$ cat src/hdl/bdd_pkg.sv
// Package with shared types and constants of the bumper debounce event detector.
`timescale 1ns / 1ps

package bdd_pkg;

    // Fixed widths of the request fields.
    localparam int RAW_W  = 4;
    localparam int MASK_W = 4;

    // Default sizing, taken up by the top level and its blocks.
    localparam int SWITCH_COUNT_DEF   = 4;
    localparam int HISTORY_LENGTH_DEF = 4;

    typedef enum logic [0:0] {
        EV_PRESSED  = 1'b0,
        EV_RELEASED = 1'b1
    } t_event_kind;

    typedef struct packed {
        logic              posted;
        t_event_kind       kind;
        logic [MASK_W-1:0] mask;
        logic              accepted;
    } t_event_res;

endpackage : bdd_pkg

$ cat src/hdl/bdd_ifs.sv
// Handshake interfaces for the sample and event channels.
`timescale 1ns / 1ps

interface bdd_sample_if;
    logic                     valid;
    logic                     ready;
    logic [bdd_pkg::RAW_W-1:0] raw_switches;
    logic                     sink_ready;

    modport source (output valid, output raw_switches, output sink_ready, input ready);
    modport sink   (input valid, input raw_switches, input sink_ready, output ready);
endinterface : bdd_sample_if

interface bdd_event_if;
    logic                      valid;
    logic                      ready;
    logic                      event_posted;
    logic                      event_kind;
    logic [bdd_pkg::MASK_W-1:0] event_mask;
    logic                      event_accepted;

    modport source (output valid, output event_posted, output event_kind,
                    output event_mask, output event_accepted, input ready);
    modport sink   (input valid, input event_posted, input event_kind,
                    input event_mask, input event_accepted, output ready);
endinterface : bdd_event_if

$ cat src/hdl/bdd_filter.sv
// Per-switch shift histories and debounced stable levels.
`timescale 1ns / 1ps

module bdd_filter #(
    parameter int SWITCH_COUNT   = bdd_pkg::SWITCH_COUNT_DEF,
    parameter int HISTORY_LENGTH = bdd_pkg::HISTORY_LENGTH_DEF
) (
    input  logic                    i_clk,
    input  logic                    i_rst_n,
    input  logic                    i_step,
    input  logic [SWITCH_COUNT-1:0] i_raw,
    output logic                    o_started,
    output logic [SWITCH_COUNT-1:0] o_pressed,
    output logic [SWITCH_COUNT-1:0] o_released
);
    import bdd_pkg::*;

    logic                      r_started;
    logic [SWITCH_COUNT-1:0]   r_stable;
    logic [HISTORY_LENGTH-1:0] r_hist [SWITCH_COUNT];
    logic [HISTORY_LENGTH-1:0] n_hist [SWITCH_COUNT];

    always_comb begin
        for (int i = 0; i < SWITCH_COUNT; i++) begin
            n_hist[i]     = {r_hist[i][HISTORY_LENGTH-2:0], i_raw[i]};
            o_pressed[i]  = (&n_hist[i]) & ~r_stable[i];
            o_released[i] = ~(|n_hist[i]) & r_stable[i];
        end
    end

    assign o_started = r_started;

    always_ff @(posedge i_clk) begin
        if (!i_rst_n) begin
            r_started <= 1'b0;
            r_stable  <= '0;
            for (int i = 0; i < SWITCH_COUNT; i++) begin
                r_hist[i] <= '0;
            end
        end else if (i_step) begin
            if (!r_started) begin
                // The first sample seeds every history to agree with it.
                r_started <= 1'b1;
                r_stable  <= i_raw;
                for (int i = 0; i < SWITCH_COUNT; i++) begin
                    r_hist[i] <= {HISTORY_LENGTH{i_raw[i]}};
                end
            end else begin
                r_stable <= (r_stable | o_pressed) & ~o_released;
                for (int i = 0; i < SWITCH_COUNT; i++) begin
                    r_hist[i] <= n_hist[i];
                end
            end
        end
    end

endmodule : bdd_filter

$ cat src/hdl/bdd_poster.sv
// Pending event masks and selection of the event offered to the sink.
`timescale 1ns / 1ps

module bdd_poster #(
    parameter int SWITCH_COUNT = bdd_pkg::SWITCH_COUNT_DEF
) (
    input  logic                    i_clk,
    input  logic                    i_rst_n,
    input  logic                    i_step,
    input  logic                    i_started,
    input  logic [SWITCH_COUNT-1:0] i_pressed,
    input  logic [SWITCH_COUNT-1:0] i_released,
    input  logic                    i_sink_ready,
    output logic                    o_busy,
    output bdd_pkg::t_event_res     o_res
);
    import bdd_pkg::*;

    logic [SWITCH_COUNT-1:0]        r_pend_p;
    logic [SWITCH_COUNT-1:0]        r_pend_r;
    logic [SWITCH_COUNT-1:0]        n_pend_p;
    logic [SWITCH_COUNT-1:0]        n_pend_r;
    logic [SWITCH_COUNT-1:0]        w_sel;
    logic [SWITCH_COUNT+MASK_W-1:0] w_sel_ext;
    logic                           w_post;
    t_event_kind                    w_kind;

    assign o_busy = (|r_pend_p) | (|r_pend_r);

    always_comb begin
        n_pend_p = r_pend_p;
        n_pend_r = r_pend_r;
        w_post   = 1'b0;
        w_kind   = EV_PRESSED;
        w_sel    = '0;
        if (|r_pend_p) begin
            // A retry ignores the sample; pressed goes before released.
            w_post = 1'b1;
            w_sel  = r_pend_p;
            if (i_sink_ready) begin
                n_pend_p = '0;
            end
        end else if (|r_pend_r) begin
            w_post = 1'b1;
            w_kind = EV_RELEASED;
            w_sel  = r_pend_r;
            if (i_sink_ready) begin
                n_pend_r = '0;
            end
        end else if (i_started) begin
            if (|i_pressed) begin
                // Releases in the same sample wait behind the pressed event.
                w_post   = 1'b1;
                w_sel    = i_pressed;
                n_pend_r = i_released;
                n_pend_p = i_sink_ready ? '0 : i_pressed;
            end else if (|i_released) begin
                w_post   = 1'b1;
                w_kind   = EV_RELEASED;
                w_sel    = i_released;
                n_pend_r = i_sink_ready ? '0 : i_released;
            end
        end
    end

    assign w_sel_ext = {{MASK_W{1'b0}}, w_sel};

    always_comb begin
        o_res          = '0;
        o_res.posted   = w_post;
        o_res.kind     = w_kind;
        o_res.mask     = w_sel_ext[MASK_W-1:0];
        o_res.accepted = w_post & i_sink_ready;
    end

    always_ff @(posedge i_clk) begin
        if (!i_rst_n) begin
            r_pend_p <= '0;
            r_pend_r <= '0;
        end else if (i_step) begin
            r_pend_p <= n_pend_p;
            r_pend_r <= n_pend_r;
        end
    end

endmodule : bdd_poster

$ cat src/hdl/bumper_debounce_event_detector_unit.sv
// Top level of the bumper debounce event detector.
`timescale 1ns / 1ps
//
// Usage: each request on i_sample carries one sample of the raw switch
// levels and a flag that says whether the event sink takes a post now.
// Every accepted request yields exactly one request on o_event, in order.
// It reports whether an event was offered, its kind (pressed or released),
// the switch mask and whether the sink took it. No event gives all zeros.
// A switch changes its debounced level only after HISTORY_LENGTH equal
// samples. While a refused or deferred mask is pending, requests retry it
// and their samples are dropped.
// Timing: a request is held in an input register, worked on from there and
// lands in the result register, from which o_event offers it. The block
// takes one request every cycle while the receiver does not stall; the
// held request leaves the input register as the debounce state and the
// result register advance.
// Reset clears the pipeline, the pending masks and the started flag; the
// first sample after reset seeds the histories and posts nothing.
// When the receiver stalls, the result register holds its request and the
// input register takes one more request before i_sample.ready drops.
//
module bumper_debounce_event_detector_unit #(
    parameter int SWITCH_COUNT   = bdd_pkg::SWITCH_COUNT_DEF,
    parameter int HISTORY_LENGTH = bdd_pkg::HISTORY_LENGTH_DEF
) (
    input  logic       i_clk,
    input  logic       i_rst_n,
    bdd_sample_if.sink   i_sample,
    bdd_event_if.source  o_event
);
    import bdd_pkg::*;

    // Input register stage.
    logic             r_in_valid;
    logic [RAW_W-1:0] r_in_raw;
    logic             r_in_sink_ready;

    // Result register stage.
    logic       r_out_valid;
    t_event_res r_out;

    logic                          w_advance;
    logic                          w_busy;
    logic                          w_started;
    logic [SWITCH_COUNT-1:0]       w_pressed;
    logic [SWITCH_COUNT-1:0]       w_released;
    logic [SWITCH_COUNT+RAW_W-1:0] w_raw_ext;
    logic [SWITCH_COUNT-1:0]       w_raw;
    t_event_res                    w_res;

    // The held sample moves on when the result register is empty or drains.
    assign w_advance      = r_in_valid & (~r_out_valid | o_event.ready);
    assign i_sample.ready = ~r_in_valid | w_advance;

    // Switches beyond the raw field read as released.
    assign w_raw_ext = {{SWITCH_COUNT{1'b0}}, r_in_raw};
    assign w_raw     = w_raw_ext[SWITCH_COUNT-1:0];

    always_ff @(posedge i_clk) begin
        if (!i_rst_n) begin
            r_in_valid <= 1'b0;
        end else if (i_sample.ready) begin
            r_in_valid <= i_sample.valid;
        end
    end

    always_ff @(posedge i_clk) begin
        if (i_sample.ready && i_sample.valid) begin
            r_in_raw        <= i_sample.raw_switches;
            r_in_sink_ready <= i_sample.sink_ready;
        end
    end

    // The filter only sees samples while no mask waits for a retry.
    bdd_filter #(
        .SWITCH_COUNT   (SWITCH_COUNT),
        .HISTORY_LENGTH (HISTORY_LENGTH)
    ) u_filter (
        .i_clk      (i_clk),
        .i_rst_n    (i_rst_n),
        .i_step     (w_advance & ~w_busy),
        .i_raw      (w_raw),
        .o_started  (w_started),
        .o_pressed  (w_pressed),
        .o_released (w_released)
    );

    bdd_poster #(
        .SWITCH_COUNT (SWITCH_COUNT)
    ) u_poster (
        .i_clk        (i_clk),
        .i_rst_n      (i_rst_n),
        .i_step       (w_advance),
        .i_started    (w_started),
        .i_pressed    (w_pressed),
        .i_released   (w_released),
        .i_sink_ready (r_in_sink_ready),
        .o_busy       (w_busy),
        .o_res        (w_res)
    );

    always_ff @(posedge i_clk) begin
        if (!i_rst_n) begin
            r_out_valid <= 1'b0;
        end else if (w_advance) begin
            r_out_valid <= 1'b1;
        end else if (o_event.ready) begin
            r_out_valid <= 1'b0;
        end
    end

    always_ff @(posedge i_clk) begin
        if (w_advance) begin
            r_out <= w_res;
        end
    end

    assign o_event.valid          = r_out_valid;
    assign o_event.event_posted   = r_out.posted;
    assign o_event.event_kind     = logic'(r_out.kind);
    assign o_event.event_mask     = r_out.mask;
    assign o_event.event_accepted = r_out.accepted;

    // An empty result register never blocks the input side.
    a_ready_when_empty: assert property (@(posedge i_clk) disable iff (!i_rst_n)
        !r_out_valid |-> i_sample.ready)
        else $error("input stalled with an empty result register");

    // A request with no event carries an all-zero payload.
    a_idle_payload: assert property (@(posedge i_clk) disable iff (!i_rst_n)
        (o_event.valid && !o_event.event_posted) |->
        (o_event.event_mask == '0 && !o_event.event_kind && !o_event.event_accepted))
        else $error("event fields set without a post");

    // An offered event reports a nonempty mask unless SWITCH_COUNT exceeds MASK_W.
    a_accept_needs_post: assert property (@(posedge i_clk) disable iff (!i_rst_n)
        (o_event.valid && o_event.event_posted) |->
        (o_event.event_mask != '0 || SWITCH_COUNT > MASK_W))
        else $error("posted event with empty mask");

    // A refused post leaves a pending mask for the next request.
    a_refused_pending: assert property (@(posedge i_clk) disable iff (!i_rst_n)
        (w_advance && w_res.posted && !w_res.accepted) |=> w_busy)
        else $error("refused post was dropped");

    // The filter's started flag never drops while a retry is due.
    a_retry_holds_filter: assert property (@(posedge i_clk) disable iff (!i_rst_n)
        (w_busy && w_started) |=> w_started)
        else $error("filter restarted during a retry");

endmodule : bumper_debounce_event_detector_unit

$ cat src/flat_wrapper.sv
// flat-port wrapper written by rule: the top's interface ports become plain ports
module bumper_debounce_event_detector_unit_flat import bdd_pkg::*;
#(
    parameter int SWITCH_COUNT   = bdd_pkg::SWITCH_COUNT_DEF,
    parameter int HISTORY_LENGTH = bdd_pkg::HISTORY_LENGTH_DEF
)
  (i_clk, i_rst_n, i_sample_valid, i_sample_raw_switches, i_sample_sink_ready, i_sample_ready, o_event_valid, o_event_event_posted, o_event_event_kind, o_event_event_mask, o_event_event_accepted, o_event_ready);
  bdd_sample_if i_sample_i ();
  bdd_event_if o_event_i ();
  input  logic i_clk;
  input  logic i_rst_n;
  input wire logic [$bits(i_sample_i.valid)-1:0] i_sample_valid;
  input wire logic [$bits(i_sample_i.raw_switches)-1:0] i_sample_raw_switches;
  input wire logic [$bits(i_sample_i.sink_ready)-1:0] i_sample_sink_ready;
  output wire logic [$bits(i_sample_i.ready)-1:0] i_sample_ready;
  output wire logic [$bits(o_event_i.valid)-1:0] o_event_valid;
  output wire logic [$bits(o_event_i.event_posted)-1:0] o_event_event_posted;
  output wire logic [$bits(o_event_i.event_kind)-1:0] o_event_event_kind;
  output wire logic [$bits(o_event_i.event_mask)-1:0] o_event_event_mask;
  output wire logic [$bits(o_event_i.event_accepted)-1:0] o_event_event_accepted;
  input wire logic [$bits(o_event_i.ready)-1:0] o_event_ready;
  assign i_sample_i.valid = i_sample_valid;
  assign i_sample_i.raw_switches = i_sample_raw_switches;
  assign i_sample_i.sink_ready = i_sample_sink_ready;
  assign i_sample_ready = i_sample_i.ready;
  assign o_event_valid = o_event_i.valid;
  assign o_event_event_posted = o_event_i.event_posted;
  assign o_event_event_kind = o_event_i.event_kind;
  assign o_event_event_mask = o_event_i.event_mask;
  assign o_event_event_accepted = o_event_i.event_accepted;
  assign o_event_i.ready = o_event_ready;
  bumper_debounce_event_detector_unit #(.SWITCH_COUNT(SWITCH_COUNT), .HISTORY_LENGTH(HISTORY_LENGTH)) u_core (.i_clk(i_clk), .i_rst_n(i_rst_n), .i_sample(i_sample_i), .o_event(o_event_i));
endmodule
$ cat config.mk
export PLATFORM = sky130hd
export DESIGN_NAME = bumper_debounce_event_detector_unit_flat
export DESIGN_NICKNAME = d
export VERILOG_FILES = /design/src/hdl/bdd_pkg.sv /design/src/hdl/bdd_ifs.sv /design/src/hdl/bdd_filter.sv /design/src/hdl/bdd_poster.sv /design/src/hdl/bumper_debounce_event_detector_unit.sv /design/src/flat_wrapper.sv
export SDC_FILE = /design/constraint.sdc
export NUM_CORES = 1
export LEC_CHECK = 0
export BUFFER_PORTS_ARGS = -buffer_cell sky130_fd_sc_hd__buf_2
export CAP_MARGIN = 10
export CORE_AREA = 5 5 75 60
export CTS_CLUSTER_DIAMETER = 120
export DETAILED_ROUTE_END_ITERATION = 6
export DIE_AREA = 0 0 80 65
export GPL_TIMING_DRIVEN = 0
export PLACE_DENSITY = 0.67
export SYNTH_ARGS = -nofsm -noshare
export SYNTH_HDL_FRONTEND = slang
export SYNTH_SLANG_ARGS = --single-unit
$ cat constraint.sdc
create_clock -name i_clk -period 2.8 [get_ports i_clk]
set_input_delay 0.14 -clock i_clk [delete_from_list [all_inputs] [get_ports i_clk]]
set_output_delay 0.14 -clock i_clk [all_outputs]
set_load 0.03 [all_outputs]
# Word-level counts from Yosys, hierarchy flattened
# Memories as Yosys holds them, arrays and structs flattened.
# Index checks and enable logic that the tools add are counted.
# op_classes
bitwise_logic	37
reduce_logical	20
n_div	0
add_sub_neg	0
multipliers	0
n_shift	0
n_eq_ne	3
order_cmp	0
mux	44
# op_table
op	count
$mux W4	25
$reduce_or A4 Y1	8
$mux W1	19
$reduce_and A4 Y1	4
$not A1 Y1	12
$and A1 B1 Y1	11
$or A1 B1 Y1	11
$reduce_and A5 Y1	2
$reduce_bool A2 Y1	4
$and A4 B4 Y4	1
$ne A2 B1 Y1 const B	2
$not A4 Y4	1
$or A4 B4 Y4	1
$reduce_bool A3 Y1	1
$ne A2 B2 Y1 const B	1
$logic_and A1 B1 Y1	1
# word_totals
n_memories	1
ramBits	16
mem_bits_ro	0
latchBits	0
ff_bits	27
in_bits	9
# memory_table
memory	words	width	rd	rd_clocked_by_memory_dff	wr	line	rtl
u_core.u_filter.r_hist	4	4	4	0	4	bdd_filter.sv:20	logic [HISTORY_LENGTH-1:0] r_hist [SWITCH_COUNT];

# Logic depth before layout (Yosys ltp)
# Gate-level depths: netlist of the first run.
# An unclocked memory read counts as a cell.
# depth
depth_word	11
mapped_depth	6
ltp_nobuf	5

# Cells and area by module
# From an unflattened synthesis of the first run, not the netlist that was laid out.
# unflattened
cells_unflattened	166
area_unflattened_um2	1840.5
# by_module_without_submodules
module	area_per_inst_um2	instances	cells_per_inst
bdd_filter	889.6	1	85
bdd_poster	489.2	1	59
bumper_debounce_event_detector_unit	461.7	1	22

# Worst setup path before layout of the first run
# OpenSTA, ideal clock, no wires.
# synth_path
path_type	register to register
start	register u_core.r_out_valid (netlist: u_core.o_event.valid)
end	memory u_core.u_filter.r_hist[0][0] (netlist name), enable pin
stages_incl_launch_ff	6
arrival_ps	1663
setup_time_ps	302
n_path_buf	1
setup_slack_ps	835
synth_period_minus_slack_ps	1965
required_ps	2498
path_cell_list	dfxtp_1 > nor2b_1 > nor2b_1 > nand2_1 > buf_2 > nand2_1
# synth_lines
element	line	rtl
start: declaration	bumper_debounce_event_detector_unit.sv:39	logic r_out_valid;
start signal: assignment	bumper_debounce_event_detector_unit.sv:104	r_out_valid <= 1'b0;
start signal: assignment	bumper_debounce_event_detector_unit.sv:106	r_out_valid <= 1'b1;
start signal: assignment	bumper_debounce_event_detector_unit.sv:108	r_out_valid <= 1'b0;
end: declaration	bdd_filter.sv:20	

==> metrics, run 1 <==
Synth Instances=171; post-synthesis cell area=around 0.0017 mm2; Hold Buf Count CTS=0; RSZ-0062 raised after global routing=no; grt total ovfl=0; Crit path arrival time=between 2 and 2.5 ns; register area share after synthesis=0.5866; Synth area leaders=edfxtp_1, dfxtp_1, nand2_1; Chip Width=approximately 80 um; R2R setup slack=about 0.6 ns; first-pass GRT wire length=~6100 um; P_leak=~0.00074 uW; Reg2Reg Capture Point=u_core.u_filter.r_hist[1][1]; DP HPWL=between 2000 and 3000 um; port bufs=17; H-tree depth=2; initial drt markers=149; area of the die=approximately 0.0052 mm2; pins over their slew limit=0; EDFF count, synth=24; synthesized area per cell=10.18 um2; area leader, netlist=edfxtp_1; status=finished clean; Cells after DPL=about 240; final hold viol count=0; fin crit period=~2.2 ns; crit end category=flip-flop; WL/cell=13.86 um; placed cell area=about 0.0019 mm2; clock slew seen by the registers of the worst setup and hold paths=0.07 ns; Clock Sinks=39; Initial Util=0.4576; Non-Filler Instances=251; Worst VDD drop=between 0.3 and 0.4 mV; DRC viols=0; crit share post-route=0.7884; sequential cell area=0.001021 mm2; drt first pass iters=4; Die Height=65 um; vias in the first global route=~1400; Worst R2R Start=u_core.o_event.valid; row count=20; Worst Tran Pin Value=between 1 and 1.5 ns; Worst Hold Depth=1; initial antenna violation count=0; Max Freq=between 400 and 500 MHz; Crit Path Class=reg -> reg; largest net degree at the start of global routing=13; layout cells sized above 1=0.1786; Max FO, Critical Path=12; worst hold path startpoint=i_sample_raw_switches[1]; Yosys warning count=0; Post-Route Setup TNS=0 ns; overall routing resource usage=0.1540; pwr/cell area=around 560 mW/mm2; CTS tree=done; R2R depth=5; Synth cell types=29; ant diodes=0; top-area cell type share of the netlist area=0.4141; area of the multi-input gates=about 680 um2; number of synthesized register bits=39; Worst Hold Path EP=u_core.r_in_raw[1]; Max clock buf depth=2; drt total wl=around 3500 um; IO Pins=18; Max-slew headroom=0.2989; worst-skew pair later-pin latency=approximately 0.29 ns; CP Data Required Time=2.79 ns; CTS resizes=0; post-route cell area=between 0.0015 and 0.002 mm2; crit path launch type=flip-flop; FFs w/ async S/R, synth=0; FILL cells=approximately 380; Clock Skew=about 0.0049 ns; Routed Antenna Nets=0; max_cap viols=0; Inserted Clock Buffers=5; fin nets=~200; Hold Worst Slack=0.02478 ns; vias=1348; vias per inst=5.371; hold crit path type=in -> reg; Post-CTS Setup Repair Bufs=0; Root Buffer=clkbuf_8; area growth from synthesis to final layout=13.52%; Synth Flop Type=edfxtp_1; final count of negative-setup-slack endpoints=0; synthesized net count=180; Final GP Congestion=around 0.86; Core ar.=~0.0038 mm2
==> per-stage QoR <==
step / total power, uW / util / setup slack, ns
floorplan: 728.8 / - / 0.8348
global route: 1147 / 0.5194 / 0.4052
finish: 1101 / 0.5194 / 0.5923
detailed placement: 760.8 / 0.4980 / 0.5707
global placement: 756.0 / 0.4980 / 0.6522
CTS: 1114 / 0.5194 / 0.5543
==> layout make-up <==
type | instances | area share
sequential | 39 | 0.5168
multi-input combinational | 121 | 0.3426
tap | 55 | 0.03483
timing repair buffer | 17 | 0.04307
clock buffer | 7 | 0.03863
buffer | 5 | 0.01013
clock inverter | 1 | 0.002533
inverter | 6 | 0.01140
==> synth_stat cells (3+ instances only) <==
| cell | n |
|---|---|
| nand4_1 | 4 |
| a21o_1 | 3 |
| dfxtp_1 | 15 |
| a22o_1 | 4 |
| nand2_1 | 34 |
| edfxtp_1 | 24 |
| a21oi_1 | 20 |
| inv_1 | 6 |
| clkbuf_1 | 4 |
| a31oi_1 | 6 |
| nor2_1 | 13 |
| nor4_1 | 5 |
| o21ai_2 | 4 |
| o21ai_0 | 10 |
==> metal layers <==
layer  global-route usage  wire length (um)  share of wire  vias up
met2               0.2500              1673           0.48       31
met1               0.1910              1591           0.46      635
li1                     -                 -              -      677
met3              0.04583               169          0.049        5
met5                    0                 0              0        -
met4              0.06329                44          0.013        0
==> placed cells by master (no fill, tap or decap), drive strengths merged <==
master / count
nor3b: 1
edfxtp: 24
nor2b: 2
nor2: 13
or4: 2
inv: 6
or2: 1
nor3: 1
nand2: 34
buf: 18
a21oi: 20
a31oi: 6
clkinv: 1
nand3: 3
a211o: 1
a22o: 4
and2: 3
a21boi: 1
a21o: 3
clkbuf: 11
o21ai: 15
dfxtp: 15
nor4: 7
nand4: 4
==> critical path: stages, from the launching register on <==
cell and delay (ns):
dfxtp_1 0.31, nor2b_1 0.16, nor2b_1 0.81, nand2_1 0.22, buf_2 0.26, nand2_1 0.15
==> power breakdown <==
| part | switching (uW) | leakage (uW) | total, uW | internal (uW) |
|---|---|---|---|---|
| Clock | 179 | 0.0000422 | 354 | 175 |
| Combinational | 64.4 | 0.000336 | 92.0 | 27.6 |
| Sequential | 18.4 | 0.000367 | 656 | 638 |
| Total | 262 | 0.000745 | 1100 | 840 |
==> state kept, by name (all words and copies together) (netlist names) <==
name	cells
u_core.r_in_sink_ready	1
u_core.r_in_valid	1
u_core.o_event.event_kind	1
u_core.u_filter.r_hist	12
u_core.o_event.event_posted	1
u_core.o_event.valid	1
u_core.u_poster.r_pend_r	4
u_core.r_in_raw	4
u_core.u_poster.r_pend_p	4
u_core.u_filter.r_stable	4
u_core.o_event.event_accepted	1
u_core.o_event.event_mask	4
u_core.u_filter.o_started	1
==> kinds of logic after synthesis <==
| kind of cell | share of synthesized area |
|---|---|
| AO/OA/AOI/OAI | 0.1783 |
| buffers and inverters | 0.02444 |
| flip-flops | 0.5866 |
| AND/OR/NAND/NOR | 0.2106 |
==> worst max-delay path by stage <==
stage	start	endpoint	slack, ns
after floorplan	u_core.o_event.valid	u_core.u_filter.r_hist[0][0]	0.83
after global placement	u_core.o_event.valid	u_core.u_filter.r_hist[1][1]	0.65
after detailed placement	u_core.o_event.valid	u_core.u_filter.r_hist[1][1]	0.57
after CTS	u_core.o_event.valid	u_core.u_filter.r_hist[1][1]	0.55
after global routing	u_core.o_event.valid	u_core.u_filter.r_hist[1][2]	0.41
final	u_core.o_event.valid	u_core.u_filter.r_hist[1][1]	0.59
(Power assumes the default switching activity.)
==> run 2, diff against run 1 <==
ABC_AREA = 1   (was default)
CORE_AREA = 5 5 81 64   (was 5 5 75 60)
DIE_AREA = 0 0 86 69   (was 0 0 80 65)
clock period = 2.2 ns   (was 2.8 ns; I/O delays follow)
==> run 2 against run 1 <==
Clock power grew 29%. Count of clock-buffer cells in the layout shrank 1. Sequential power grew 29%. Critical path type unchanged.
==> metrics, run 2 <==
status=finished clean; Hold Buf Count CTS=4 (+4); Max clock buf depth=2 (unchanged); drt first pass iters=4 (unchanged); hold crit path type=in -> reg; grt total ovfl=0 (unchanged); xor/xnor share of the synthesized area=0 (unchanged); WL/cell=12.01 um (-13%); layout cells sized above 1=0.1916 (+0.01307); pins over their slew limit=0 (unchanged); worst-skew pair later-pin latency=0.28 ns (about the same); Synth Flop Type=edfxtp_1; port bufs=16 (-1); Clock Sinks=39 (unchanged); Core ar.=0.004335 mm2 (+14%); max_cap viols=0 (unchanged); area leader, netlist=edfxtp_1; RSZ-0062 raised after global routing=no; Inserted Clock Buffers=5 (unchanged); drt total wl=4130 um (+19%); crit share post-route=0.7379 (-0.05054); clock slew seen by the registers of the worst setup and hold paths=0.08 ns (about the same); Max-slew headroom=0.7779 (+0.4790); post-layout util=0.5426 (+0.02316); crit path launch type=flip-flop; synthesized area per cell=8.029 um2 (-21%); mux cell area share after synthesis=0 (unchanged); CP Data Required Time=2.24 ns (-0.55 ns); DP Worst Slack=0.6150 ns (+0.04432 ns); Crit Path Class=reg -> reg; Routed Antenna Nets=0 (unchanged); most common cell after layout, fill and taps aside=nand2_1; Largest register FFs=12 (unchanged); FFs w/ async S/R, synth=0 (unchanged); DP HPWL=3124 um (+15%); Worst VDD drop=0.5838 mV (+74%); register area share after synthesis=0.4910 (-0.09565); EDFF count, synth=24 (unchanged); Max Freq=616.0 MHz (+36%); Final GP Congestion=0.8094 (-5.6%); vias in the first global route=1570 (+15%); DRC viols=0 (unchanged); Die Height=69 um (+6.2%); number of synthesized register bits=39 (unchanged); Chip Width=86 um (+7.5%); most frequent cell after synthesis=nand2_1; Max FO, Critical Path=8 (-4); P_leak=0.001163 uW (+56%); Post-Route Setup TNS=0 ns (unchanged); Synth cell types=28 (-3.4%); top-area cell type share of the netlist area=0.3466 (-0.06752); final count of negative-setup-slack endpoints=0 (unchanged); fin nets=295 (+45%); Clock Skew=0.007444 ns (+0.002520 ns); crit end category=flip-flop; Synth Area in Compound Gates=0.05475 (-0.1235); final hold viol count=0 (unchanged); initial antenna violation count=0 (unchanged); pwr/cell area=636.9 mW/mm2 (+14%); Yosys warning count=0 (unchanged); fin crit period=1.623 ns (-0.5843 ns); Root Buffer=clkbuf_8; overall routing resource usage=0.1529 (-0.001134); simple-gate share of the synthesized area=0.3779 (+0.1672); Worst Tran Pin Value=0.3328 ns (-0.7167 ns); largest family of logic cells by synthesized area=simple AND/OR/NAND/NOR gates; IO Pins=18 (unchanged); Post-CTS Setup Repair Bufs=0 (unchanged); H-tree depth=2 (unchanged); ant diodes=0 (unchanged); area growth from synthesis to final layout=13.12%; row count=21 (+5.0%); Initial Util=0.4797 (+0.02209); Crit path arrival time=1.66 ns (-0.54 ns); largest net degree at the start of global routing=13 (unchanged); leading cell types by count after synthesis=nand2_1, nor2_1, inv_1; vias=1652 (+23%); largest reg by FF count=u_core.u_filter.r_hist; vias per inst=4.802 (-11%); initial drt markers=92 (-38%); post-synthesis cell area=0.002079 mm2 (+19%); CTS tree=done; commonest non-fill, non-tap cells in the layout=nand2_1, nor2_1, inv_1; final setup margin=0.5766 ns (-0.01574 ns); synthesized net count=268 (+49%); Synth Instances=259 (+51%); area of the die=0.005934 mm2 (+14%); first-pass GRT wire length=7231 um (+18%); Synth area leaders=edfxtp_1, nand2_1, dfxtp_1; CTS resizes=0 (unchanged); Post-Synth Adder-Cell Area=0 (unchanged)
==> run 2: cell count changes after synthesis, moves of 6 or more <==
cell	delta
inv_1	+19
o21ai_0	-6
inv_2	+7
a21oi_1	-9
nor2_1	+27
nand2_1	+50
nand3_1	+14
==> run 2: report_power, final <==
part / switching, uW / total, uW / internal (uW)
combinational: 134 / 193 / 59.0
sequential: 28.3 / 849 / 821
clock: 238 / 456 / 218
==> run 2: area by class of cell <==
type	instances	area (um2)
Buffer	2	10.01
Clock buffer	6	72.57
Clock inverter	2	8.758
Fill cell	413	1983
Inverter	37	148.9
Multi-Input combinational cell	181	899.6
Sequential cell	39	1021
Tap cell	57	71.32
Timing Repair Buffer	20	120.1
==> run 2: logic make-up (layout without fill, tap and decap cells) <==
kind of cell | count (synthesis) | count (layout)
simple gates | 160 | 160
flops | 39 | 39
buf+inv | 39 | 67
compound gates | 21 | 21
==> run 2: worst paths after layout <==
| kind | startpoint | to | slack, ns | cells past startpoint |
|---|---|---|---|---|
| setup reg to reg | u_core.r_in_raw[1] | u_core.o_event.event_mask[1] | 0.58 | 10 |
| setup / recovery | u_core.r_in_raw[1] | u_core.o_event.event_mask[1] | 0.58 | 10 |
| hold reg to reg | u_core.o_event.valid | u_core.o_event.valid | 0.52 | 2 |
| hold / removal | i_sample_sink_ready | u_core.r_in_sink_ready | 0.006 | 1 |
==> run 2: layer usage <==
layer	up-vias	routed length, um	GRT usage
li1	876	-	-
met1	732	2164	0.2330
met2	37	1722	0.2190
met3	7	209	0.04286
met4	0	33	0.02109
met5	-	0	0
==> run 2: critical path: stages, from the launching register on <==
cell and delay (ns):
edfxtp_1 0.51, nand2_1 0.10, nor2_1 0.05, nand2_2 0.11
nand2_4 0.08, nor2_8 0.16, nand2_1 0.08, nand3_1 0.08
nand2_1 0.07, nand2_1 0.06, nand2_1 0.06
==> run 2: per-stage QoR <==
| stage | std cells | hold WS (ns) | power, uW | instance area (um2) |
|---|---|---|---|---|
| after floorplan | 259 | 0.2089 | 1004 | 2079 |
| after global placement | 332 | 0.2868 | 1049 | 2231 |
| after detailed placement | 332 | 0.2881 | 1052 | 2231 |
| after CTS | 344 | 0.002462 | 1514 | 2352 |
| after global routing | 344 | 0.0002187 | 1579 | 2352 |
| final | 344 | 0.006276 | 1498 | 2352 |
